File: src/lbrs_pkg.sv
// Shared constants, types and microprogram table for the letter buffer range sort block.
package lbrs_pkg;

	localparam int BUFFER_LENGTH_DEF = 1024;
	localparam int ALPHABET_SIZE     = 26;

	localparam int REQ_W    = 2;
	localparam int POS_W    = 10;
	localparam int LEN_W    = 11;
	localparam int LETTER_W = 5;
	localparam int CNT_W    = 11;
	localparam int STEP_W   = 4;

	localparam logic [LEN_W-1:0] LEN_RESET = LEN_W'(1024);

	localparam logic [REQ_W-1:0] REQ_WRITE = 2'd0;
	localparam logic [REQ_W-1:0] REQ_SORT  = 2'd1;
	localparam logic [REQ_W-1:0] REQ_READ  = 2'd2;

	typedef logic [STEP_W-1:0] step_t;

	localparam step_t STEP_IDLE     = 4'd0;
	localparam step_t STEP_DECODE   = 4'd1;
	localparam step_t STEP_TST_WR   = 4'd2;
	localparam step_t STEP_TST_RD   = 4'd3;
	localparam step_t STEP_SORT_CLR = 4'd4;
	localparam step_t STEP_CNT      = 4'd5;
	localparam step_t STEP_CNT_LAST = 4'd6;
	localparam step_t STEP_LOAD     = 4'd7;
	localparam step_t STEP_FILL     = 4'd8;
	localparam step_t STEP_NEXTK    = 4'd9;
	localparam step_t STEP_OUT_OK   = 4'd10;
	localparam step_t STEP_WRITE    = 4'd11;
	localparam step_t STEP_READ     = 4'd12;
	localparam step_t STEP_OUT_RD   = 4'd13;
	localparam step_t STEP_ERR      = 4'd14;
	localparam step_t STEP_SPARE    = 4'd15;

	typedef enum logic [2:0] {
		COND_NEVER,
		COND_ALWAYS,
		COND_BAD,
		COND_IS_WRITE,
		COND_IS_READ,
		COND_PTR_LT_HI,
		COND_REM_GT1,
		COND_K_NOT_LAST
	} cond_sel_t;

	typedef enum logic [1:0] {
		OSRC_OK,
		OSRC_RD,
		OSRC_ERR
	} out_src_t;

	typedef enum logic {
		WSRC_LETTER,
		WSRC_KEY
	} wr_src_t;

	typedef struct packed {
		logic      take_in;
		logic      wait_in;
		logic      wait_out;
		logic      mem_rd;
		logic      mem_wr;
		wr_src_t   wsel;
		logic      ptr_inc;
		logic      ptr_lo;
		logic      cnt_clr;
		logic      cnt_inc;
		logic      k_init;
		logic      k_step;
		logic      rem_ld;
		logic      fill;
		logic      out_ld;
		out_src_t  out_src;
		cond_sel_t cond;
		step_t     target;
	} ctrl_word_t;

	typedef struct packed {
		logic bad;
		logic is_write;
		logic is_read;
		logic ptr_lt_hi;
		logic rem_gt1;
		logic k_not_last;
		logic out_busy;
	} dp_flags_t;

	// Microprogram ROM
	function automatic ctrl_word_t ucode(input step_t step);
		ctrl_word_t cw;
		cw = '0;
		unique case (step)
			STEP_IDLE: begin
				cw.take_in = 1'b1;
				cw.wait_in = 1'b1;
			end
			STEP_DECODE: begin
				cw.cond   = COND_BAD;
				cw.target = STEP_ERR;
			end
			STEP_TST_WR: begin
				cw.cond   = COND_IS_WRITE;
				cw.target = STEP_WRITE;
			end
			STEP_TST_RD: begin
				cw.cond   = COND_IS_READ;
				cw.target = STEP_READ;
			end
			STEP_SORT_CLR: begin
				cw.cnt_clr = 1'b1;
			end
			STEP_CNT: begin
				cw.mem_rd  = 1'b1;
				cw.ptr_inc = 1'b1;
				cw.cnt_inc = 1'b1;
				cw.cond    = COND_PTR_LT_HI;
				cw.target  = STEP_CNT;
			end
			STEP_CNT_LAST: begin
				cw.cnt_inc = 1'b1;
				cw.ptr_lo  = 1'b1;
				cw.k_init  = 1'b1;
			end
			STEP_LOAD: begin
				cw.rem_ld = 1'b1;
			end
			STEP_FILL: begin
				cw.fill   = 1'b1;
				cw.wsel   = WSRC_KEY;
				cw.cond   = COND_REM_GT1;
				cw.target = STEP_FILL;
			end
			STEP_NEXTK: begin
				cw.k_step = 1'b1;
				cw.cond   = COND_K_NOT_LAST;
				cw.target = STEP_LOAD;
			end
			STEP_OUT_OK: begin
				cw.out_ld   = 1'b1;
				cw.out_src  = OSRC_OK;
				cw.wait_out = 1'b1;
				cw.cond     = COND_ALWAYS;
				cw.target   = STEP_IDLE;
			end
			STEP_WRITE: begin
				cw.mem_wr = 1'b1;
				cw.wsel   = WSRC_LETTER;
				cw.cond   = COND_ALWAYS;
				cw.target = STEP_OUT_OK;
			end
			STEP_READ: begin
				cw.mem_rd = 1'b1;
			end
			STEP_OUT_RD: begin
				cw.out_ld   = 1'b1;
				cw.out_src  = OSRC_RD;
				cw.wait_out = 1'b1;
				cw.cond     = COND_ALWAYS;
				cw.target   = STEP_IDLE;
			end
			STEP_ERR: begin
				cw.out_ld   = 1'b1;
				cw.out_src  = OSRC_ERR;
				cw.wait_out = 1'b1;
				cw.cond     = COND_ALWAYS;
				cw.target   = STEP_IDLE;
			end
			default: begin
				cw.cond   = COND_ALWAYS;
				cw.target = STEP_IDLE;
			end
		endcase
		return cw;
	endfunction

endpackage

File: src/lbrs_sequencer.sv
// Step counter, microcode lookup and conditional jump logic.
module lbrs_sequencer (
	input  logic                clk,
	input  logic                arst_n,
	input  logic                in_valid,
	input  lbrs_pkg::dp_flags_t flags,
	output lbrs_pkg::ctrl_word_t cw,
	output logic                fire
);

	lbrs_pkg::step_t upc_q;
	logic            cond_hit;

	assign cw = lbrs_pkg::ucode(upc_q);

	// a step holds while it waits on either channel
	assign fire = !(cw.wait_in && !in_valid) && !(cw.wait_out && flags.out_busy);

	always_comb begin
		unique case (cw.cond)
			lbrs_pkg::COND_NEVER:      cond_hit = 1'b0;
			lbrs_pkg::COND_ALWAYS:     cond_hit = 1'b1;
			lbrs_pkg::COND_BAD:        cond_hit = flags.bad;
			lbrs_pkg::COND_IS_WRITE:   cond_hit = flags.is_write;
			lbrs_pkg::COND_IS_READ:    cond_hit = flags.is_read;
			lbrs_pkg::COND_PTR_LT_HI:  cond_hit = flags.ptr_lt_hi;
			lbrs_pkg::COND_REM_GT1:    cond_hit = flags.rem_gt1;
			lbrs_pkg::COND_K_NOT_LAST: cond_hit = flags.k_not_last;
			default:                   cond_hit = 1'b0;
		endcase
	end

	always_ff @(posedge clk or negedge arst_n) begin
		if (!arst_n) begin
			upc_q <= lbrs_pkg::STEP_IDLE;
		end else if (fire) begin
			if (cond_hit) begin
				upc_q <= cw.target;
			end else begin
				upc_q <= upc_q + lbrs_pkg::STEP_W'(1);
			end
		end
	end

endmodule

File: config.mk
export PLATFORM = sky130hd
export DESIGN_NAME = lbrs_sequencer
export DESIGN_NICKNAME = d
export VERILOG_FILES = /design/src/lbrs_pkg.sv /design/src/lbrs_sequencer.sv
export SDC_FILE = /design/constraint.sdc
export NUM_CORES = 1
export LEC_CHECK = 0
export ABC_CLOCK_PERIOD_IN_PS = 2970
export BUFFER_PORTS_ARGS = -buffer_cell sky130_fd_sc_hd__buf_2
export CELL_PAD_IN_SITES_DETAIL_PLACEMENT = 2
export CELL_PAD_IN_SITES_GLOBAL_PLACEMENT = 2
export CORE_ASPECT_RATIO = 0.9
export CORE_MARGIN = 3
export CORE_UTILIZATION = 25
export CTS_BUF_LIST = sky130_fd_sc_hd__clkbuf_2
export CTS_CLUSTER_SIZE = 16
export DETAILED_ROUTE_END_ITERATION = 12
export PLACE_DENSITY = 0.94
export SLEW_MARGIN = 10
export SYNTH_ARGS = -nofsm -noshare
export SYNTH_HDL_FRONTEND = slang
export SYNTH_SLANG_ARGS = --single-unit
export TNS_END_PERCENT = 1
File: constraint.sdc
create_clock -name clk -period 2.97 [get_ports clk]
set_input_delay 0.297 -clock clk [delete_from_list [all_inputs] [get_ports clk]]
set_output_delay 0.297 -clock clk [all_outputs]
set_load 0.005 [all_outputs]
==> results of run 1 <==
-- power by group --
group / total (mW) / internal [mW] / switching, mW
registers: 0.147 / 0.0863 / 0.0607
logic: 1.13 / 0.499 / 0.627
clock network: 0.0471 / 0.0271 / 0.0200
-- timing repair --
item,4_1_cts,5_1_grt
hold buffers,1,0
setup endpoints to repair,0,0
hold endpoints to repair,4,0
-- per-stage QoR --
stage / total power, mW / setup WS, ns
global route: 1.44 / 0.0536
global placement: 1.20 / 0.547
detailed placement: 1.28 / 0.105
CTS: 1.34 / 0.0929
floorplan: 0.946 / 0.732
finish: 1.32 / 0.135
-- worst min path at each step --
stage | end | cells past startpoint | startpoint
detailed placement | upc_q[3] | 1 | arst_n
global placement | upc_q[3] | 1 | arst_n
global route | upc_q[1] | 2 | arst_n
finish | upc_q[1] | 2 | arst_n
CTS | upc_q[1] | 2 | arst_n
floorplan | upc_q[0] | 0 | arst_n
-- layout by cell type, fill, tap and decap left out, types with 2 or more instances in the layout --
master	count
dfrtp_1	4
mux2_4	2
a21oi_1	5
inv_1	6
ha_1	4
clkbuf_2	3
nand2b_1	2
nor3b_1	2
nand2_1	13
mux2i_1	4
buf_2	34
nor3_1	5
buf_4	2
nor2_1	13
or2_2	2
nor4_1	2
nor2b_1	3
-- critical path, cell delays in order (launching register included) --
cell and delay [ns]:
dfrtp_1 0.45, inv_1 0.10, ha_1 0.29, nand2b_1 0.26, a21o_1 0.24, a2111oi_0 0.64
a211o_1 0.25, o21a_4 0.18, mux2_4 0.30
-- logic make-up (layout without fill, tap and decap cells) --
group,count (synthesis),after routing
adders and majority gates,4,4
AOI/OAI and AO/OA,19,19
muxes,6,6
xor gates and xnor gates,1,1
DFF,4,4
and+or+nand+nor,52,52
buffers and inverters,16,47
-- layout make-up --
cell class	count	share of cell area, %
sequential	4	10.5
inverter	7	2.75
clock buffer	3	1.57
tap	40	5.23
timing repair buffer	37	20.4
multi-input combinational	82	59.6
-- routing by layer --
layer / GRT usage, % / share of wire, % / up-vias
met4: 6.15 / 2.3 / 0
met3: 2.13 / 3.6 / 6
li1: - / - / 417
met2: 28.6 / 53 / 27
met1: 17.0 / 41 / 425
met5: 0 / 0 / -
==> summary.json, run 1 <==
{
  "power_per_cell_area": {"value": 1380, "unit": "mW/mm²"},
  "layout-drive-gt1-share": {"value": 39.8, "unit": "%"},
  "fmax": {"value": 353, "unit": "MHz"},
  "synth_nets": {"value": 116},
  "cts_max_path_buffers": {"value": 2},
  "muxShareOfSynthArea": {"value": 9.32, "unit": "%"},
  "unrepaired_setup_endpoints_after_global_routing": {"value": "no"},
  "area.growth.synth_to_final": {"value": 27.3, "unit": "%"},
  "cts.htree.levels": {"value": 1},
  "fin_crit_share": {"value": 95.5, "unit": "%"},
  "worstSetupStartpoint": {"value": "upc_q[0]"},
  "setup_total_negative_slack": {"value": 0, "unit": "ns"},
  "multi_input_comb_area": {"value": 571, "unit": "µm²"},
  "drt.antenna.violating_nets": {"value": 0},
  "maxSlewHeadroom": {"value": 52.0, "unit": "%"},
  "drtPass1Iterations": {"value": 4},
  "drv.max_cap_violation_count": {"value": 0},
  "maximum_number_of_pins_on_one_net_before_global_route_repair": {"value": 17},
  "outcome": {"value": "finished clean"},
  "synthFlopType": {"value": "dfrtp_1"},
  "grt_pass1_wl": {"value": 4440, "unit": "µm"},
  "synth_simple_gate_area_share": {"value": 37.1, "unit": "%"},
  "setup.worst_path.class": {"value": "reg -> reg"},
  "floorplan.core_area": {"value": 0.00282, "unit": "mm²"},
  "antenna_cells_inserted": {"value": 0},
  "dp_cells": {"value": 169},
  "post_layout_nonfiller_instances": {"value": 173},
  "seq_area": {"value": 100, "unit": "µm²"},
  "synthTopCellsByArea": {"value": "dfrtp_1 13%, ha_1 6.7%, nand2_1 6.5%"},
  "timing.reg2reg.worst_path_depth": {"value": 8},
  "fin_crit": {"value": 2.84, "unit": "ns"},
  "finish.utilization": {"value": 34.0, "unit": "%"},
  "syn-instance-count": {"value": 102},
  "overflow": {"value": 0},
  "largest_register": {"value": "upc_q"},
  "final.fill_count": {"value": 338},
  "flip_flop_count_of_the_largest_register_all_copies_and_words_added": {"value": 4},
  "die_area": {"value": 0.00370, "unit": "mm²"},
  "clock_edge_transition_at_the_registers_on_the_reported_setup_and_hold_paths": {"value": 0.04, "unit": "ns"},
  "synth-async-reset-ratio": {"value": 100, "unit": "%"},
  "syn_area_per_cell": {"value": 7.37, "unit": "µm²"},
  "ys_top_cells_by_count": {"value": "13 x nand2_1, 13 x nor2_1, 6 x inv_1"},
  "worstHoldPathType": {"value": "in -> async"},
  "clk_latency": {"value": 0.20, "unit": "ns"},
  "via_count": {"value": 875},
  "worstReg2RegStart": {"value": "upc_q[0]"},
  "design.final.nets": {"value": 149},
  "clockRootBuffer": {"value": "clkbuf_2"},
  "synth_top_area_share": {"value": 13.3, "unit": "%"},
  "drcViolationCount": {"value": 0},
  "post_cts_resized": {"value": 0},
  "synth_seq_area_share": {"value": 13.3, "unit": "%"},
  "worst_ep_arrival_time": {"value": 2.92, "unit": "ns"},
  "die_width": {"value": 63.8, "unit": "µm"},
  "overall_die_height": {"value": 58.0, "unit": "µm"},
  "synth_edf_count": {"value": 0},
  "wl_per_cell": {"value": 16.3, "unit": "µm"},
  "viasPerCell": {"value": 5.06},
  "synth_top_cell_by_area": {"value": "dfrtp_1"},
  "worst_ir_drop_vdd": {"value": 0.428, "unit": "mV"},
  "synth_top_family_by_area": {"value": "simple AND/OR/NAND/NOR gates"},
  "finalInstanceArea": {"value": 957, "unit": "µm²"},
  "cts-buffers-inserted": {"value": 3},
  "std_cell_rows": {"value": 18},
  "placedInstanceArea": {"value": 932, "unit": "µm²"},
  "critical_path_required": {"value": 3.06, "unit": "ns"},
  "cts.repair_timing.setup_buffer_count": {"value": 0},
  "place_congestion": {"value": 0.777},
  "grt_pass1_vias": {"value": 947},
  "arithmetic_cell_share_of_the_synthesized_area_counting_full_adders_half_adders_and_majority_gates": {"value": 6.66, "unit": "%"},
  "rrSetupSlack": {"value": 0.13, "unit": "ns"},
  "finalWirelength": {"value": 2820, "unit": "µm"},
  "path_max_fanout": {"value": 7},
  "grt_use_total": {"value": 15.1, "unit": "%"},
  "tightest_slew": {"value": 0.702, "unit": "ns"},
  "timing_max_transition_violations_final": {"value": 0},
  "critical_path.reg2reg.endpoint": {"value": "upc_q[1]"},
  "initial_core_util": {"value": 26.7, "unit": "%"},
  "io-pin-count": {"value": 35},
  "largest_registers": {"value": "upc_q x4"},
  "power.leakage": {"value": 0.511, "unit": "nW"},
  "critical_path.endpoint_type": {"value": "register"},
  "antenna_found_initial": {"value": 0},
  "post_synth_xor_area_fraction": {"value": 1.16, "unit": "%"},
  "synth.ff_latch_count": {"value": 4},
  "finClkSkew": {"value": 0.00492, "unit": "ns"},
  "fin_hold_ws": {"value": 0.435, "unit": "ns"},
  "clock-sinks": {"value": 4},
  "portBuffers": {"value": 34},
  "worst_setup_path_endpoint": {"value": "upc_q[1]"},
  "post-dp-hpwl": {"value": 2390, "unit": "µm"},
  "timing.final.setup_violations": {"value": 0},
  "yosysWarningCount": {"value": 0},
  "startpoint_type": {"value": "register"},
  "synthDistinctLibCells": {"value": 43},
  "synth_compound_gate_area_share": {"value": 21.6, "unit": "%"},
  "report.final.hold_viol_count": {"value": 0},
  "netlist_area": {"value": 752, "unit": "µm²"},
  "cts_tree": {"value": "yes"},
  "drt-initial-drc-count": {"value": 35}
}
Power figures use the tool's default switching activity.
==> run 2: changes to the inputs <==
Settings changed: CELL_PAD_IN_SITES_DETAIL_PLACEMENT 2 to 0, CELL_PAD_IN_SITES_GLOBAL_PLACEMENT 2 to 1, CORE_UTILIZATION 25 to 33.
==> summary.json, run 2 (synthesis results as in run 1) <==
{
  "worst_path_max_delay_cell": {"value": "dfrtp_1"},
  "worst_ep_arrival_time": {"value": 2.55, "unit": "ns"},
  "clockRootBuffer": {"value": "clkbuf_2"},
  "initial_core_util": {"value": 37.1, "unit": "%"},
  "grt_pass1_vias": {"value": 763},
  "multi_input_comb_area": {"value": 571, "unit": "µm²"},
  "cts-buffers-inserted": {"value": 3},
  "area.growth.synth_to_final": {"value": 24.8, "unit": "%"},
  "timing.reg2reg.worst_path_depth": {"value": 8},
  "max_stage_delay": {"value": 0.45, "unit": "ns"},
  "critical_path.endpoint_type": {"value": "register"},
  "place_congestion": {"value": 0.848},
  "critical_path.n_buffers_inverters": {"value": 1},
  "timing.final.setup_violations": {"value": 0},
  "drt-initial-drc-count": {"value": 13},
  "finalWirelength": {"value": 1920, "unit": "µm"},
  "wl_per_cell": {"value": 12.1, "unit": "µm"},
  "layout.cells.most_common": {"value": "buf_2"},
  "cts.repair_timing.setup_buffer_count": {"value": 0},
  "cts_tree": {"value": "yes"},
  "clock-sinks": {"value": 4},
  "pwr-share-clk": {"value": 3.7, "unit": "%"},
  "grt_use_total": {"value": 14.1, "unit": "%"},
  "rrSetupSlack": {"value": 0.50, "unit": "ns"},
  "layout-drive-gt1-share": {"value": 39.8, "unit": "%"},
  "drtPass1Iterations": {"value": 4},
  "finClkSkew": {"value": 0.000722, "unit": "ns"},
  "overall_die_height": {"value": 51.3, "unit": "µm"},
  "maxSlewHeadroom": {"value": 70.3, "unit": "%"},
  "worstHoldPathType": {"value": "in -> async"},
  "top_cell_by_count_worst_path": {"value": "mux2_4"},
  "std_cell_rows": {"value": 15},
  "timing_max_transition_violations_final": {"value": 0},
  "critical_path_required": {"value": 3.05, "unit": "ns"},
  "worst_ir_drop_vdd": {"value": 0.795, "unit": "mV"},
  "drt.antenna.violating_nets": {"value": 0},
  "fin_crit_share": {"value": 83.2, "unit": "%"},
  "unrepaired_setup_endpoints_after_global_routing": {"value": "no"},
  "startpoint_type": {"value": "register"},
  "cts_max_path_buffers": {"value": 2},
  "detailedPlace.worstSlack": {"value": 0.527, "unit": "ns"},
  "mostFrequentLayoutCells": {"value": "34 x buf_2, 13 x nand2_1, 13 x nor2_1"},
  "via_count": {"value": 802},
  "flip_flop_count_of_the_largest_register_all_copies_and_words_added": {"value": 4},
  "viasPerCell": {"value": 5.08},
  "design.final.nets": {"value": 149},
  "clock_edge_transition_at_the_registers_on_the_reported_setup_and_hold_paths": {"value": 0.04, "unit": "ns"},
  "clk_latency": {"value": 0.20, "unit": "ns"},
  "setup_total_negative_slack": {"value": 0, "unit": "ns"},
  "final.fill_count": {"value": 218},
  "io-pin-count": {"value": 35},
  "seq_power_share": {"value": 11.2, "unit": "%"},
  "power_per_cell_area": {"value": 1330, "unit": "mW/mm²"},
  "power_switching_share": {"value": 50.9, "unit": "%"},
  "drcViolationCount": {"value": 0},
  "path_delay_family": {"value": "compound AO/OA/AOI/OAI gates"},
  "worstReg2RegStart": {"value": "upc_q[0]"},
  "floorplan.core_area": {"value": 0.00203, "unit": "mm²"},
  "critical_path.reg2reg.endpoint": {"value": "upc_q[1]"},
  "sw_pwr": {"value": 633, "unit": "µW"},
  "post-route-worst-setup-slack": {"value": 0.498, "unit": "ns"},
  "path_cells": {"value": "inv_1 -> ha_1 -> mux2_4 -> nor2_1 -> a2111oi_2 -> o31ai_1 -> o21a_4 -> mux2_4"},
  "antenna_cells_inserted": {"value": 0},
  "largest_register": {"value": "upc_q"},
  "cts.htree.levels": {"value": 1},
  "setup.worst_path.class": {"value": "reg -> reg"},
  "internal_power": {"value": 612, "unit": "µW"},
  "drv.max_cap_violation_count": {"value": 0},
  "post-dp-hpwl": {"value": 1560, "unit": "µm"},
  "report.final.hold_viol_count": {"value": 0},
  "fmax": {"value": 404, "unit": "MHz"},
  "portBuffers": {"value": 34},
  "path_max_fanout": {"value": 8},
  "maximum_number_of_pins_on_one_net_before_global_route_repair": {"value": 18},
  "overflow": {"value": 0},
  "power.leakage": {"value": 0.511, "unit": "nW"},
  "antenna_found_initial": {"value": 0},
  "largest_registers": {"value": "upc_q x4"},
  "outcome": {"value": "finished clean"},
  "grt_pass1_wl": {"value": 3280, "unit": "µm"},
  "die_area": {"value": 0.00289, "unit": "mm²"},
  "tightest_slew": {"value": 0.445, "unit": "ns"},
  "die_width": {"value": 56.3, "unit": "µm"},
  "seq_area": {"value": 100, "unit": "µm²"},
  "fin_crit": {"value": 2.47, "unit": "ns"},
  "comb_power_share": {"value": 85.1, "unit": "%"}
}
run 2: cell counts in the layout (fill, tap and decap cells not counted):
No cell type changed its count.
run 2: metal layers:
layer	vias to the layer above	routed length, µm	track usage (%)
met5	-	0	0
li1	414	-	-
met3	2	57	1.52
met4	0	10	6.72
met1	373	885	17.7
met2	13	964	24.1
run 2: what timing repair did:
item,in CTS,in global routing
hold buffers,1,0
resized for setup,0,0
endpoints found under the hold margin,4,0
setup endpoints to repair,0,0
run 2: worst max-delay path by stage:
stage	startpoint	end	slack (ns)	cells after the start
floorplan	upc_q[0]	upc_q[1]	0.73	6
global placement	upc_q[0]	upc_q[1]	0.59	8
detailed placement	upc_q[0]	upc_q[1]	0.53	8
CTS	upc_q[0]	upc_q[1]	0.51	8
global route	upc_q[0]	upc_q[1]	0.36	8
finish	upc_q[0]	upc_q[1]	0.50	8
run 2: area by class of cell:
class / count / area share (%)
multi-input combinational: 82 / 60.8
timing repair buffer: 37 / 20.8
sequential: 4 / 10.7
tap: 25 / 3.33
inverter: 7 / 2.80
clock buffer: 3 / 1.60
run 2: power by group through the flow:
stage | clock (mW) | combinational [mW] | sequential (mW)
2_1_floorplan | 0 | 0.832 | 0.114
3_3_place_gp | 0 | 1.05 | 0.135
3_5_place_dp | 0 | 1.06 | 0.139
4_1_cts | 0.0502 | 1.07 | 0.138
5_1_grt | 0.0541 | 1.19 | 0.144
6_report | 0.0465 | 1.06 | 0.139
run 2: worst register-to-register path: cells and delay by family (launching register included):
| kind | cells | cell delay [ns] |
|---|---|---|
| buffers and inverters | 1 | 0.09 |
| adder cells (fa/ha/maj) | 1 | 0.29 |
| multiplexers | 2 | 0.60 |
| flip-flops | 1 | 0.45 |
| AO/OA/AOI/OAI | 3 | 0.70 |
| AND/OR/NAND/NOR | 1 | 0.22 |
run 2: stage by stage:
| stage | area [µm²] | hold slack [ns] | power, mW | instances | utilization [%] |
|---|---|---|---|---|---|
| 2_1_floorplan | 752 | 0.00141 | 0.946 | 102 | - |
| 3_3_place_gp | 913 | 0.102 | 1.19 | 154 | 45.1 |
| 3_5_place_dp | 913 | 0.104 | 1.20 | 154 | 45.1 |
| 4_1_cts | 938 | 0.414 | 1.26 | 158 | 46.3 |
| 5_1_grt | 938 | 0.432 | 1.39 | 158 | 46.3 |
| 6_report | 938 | 0.428 | 1.25 | 158 | 46.3 |
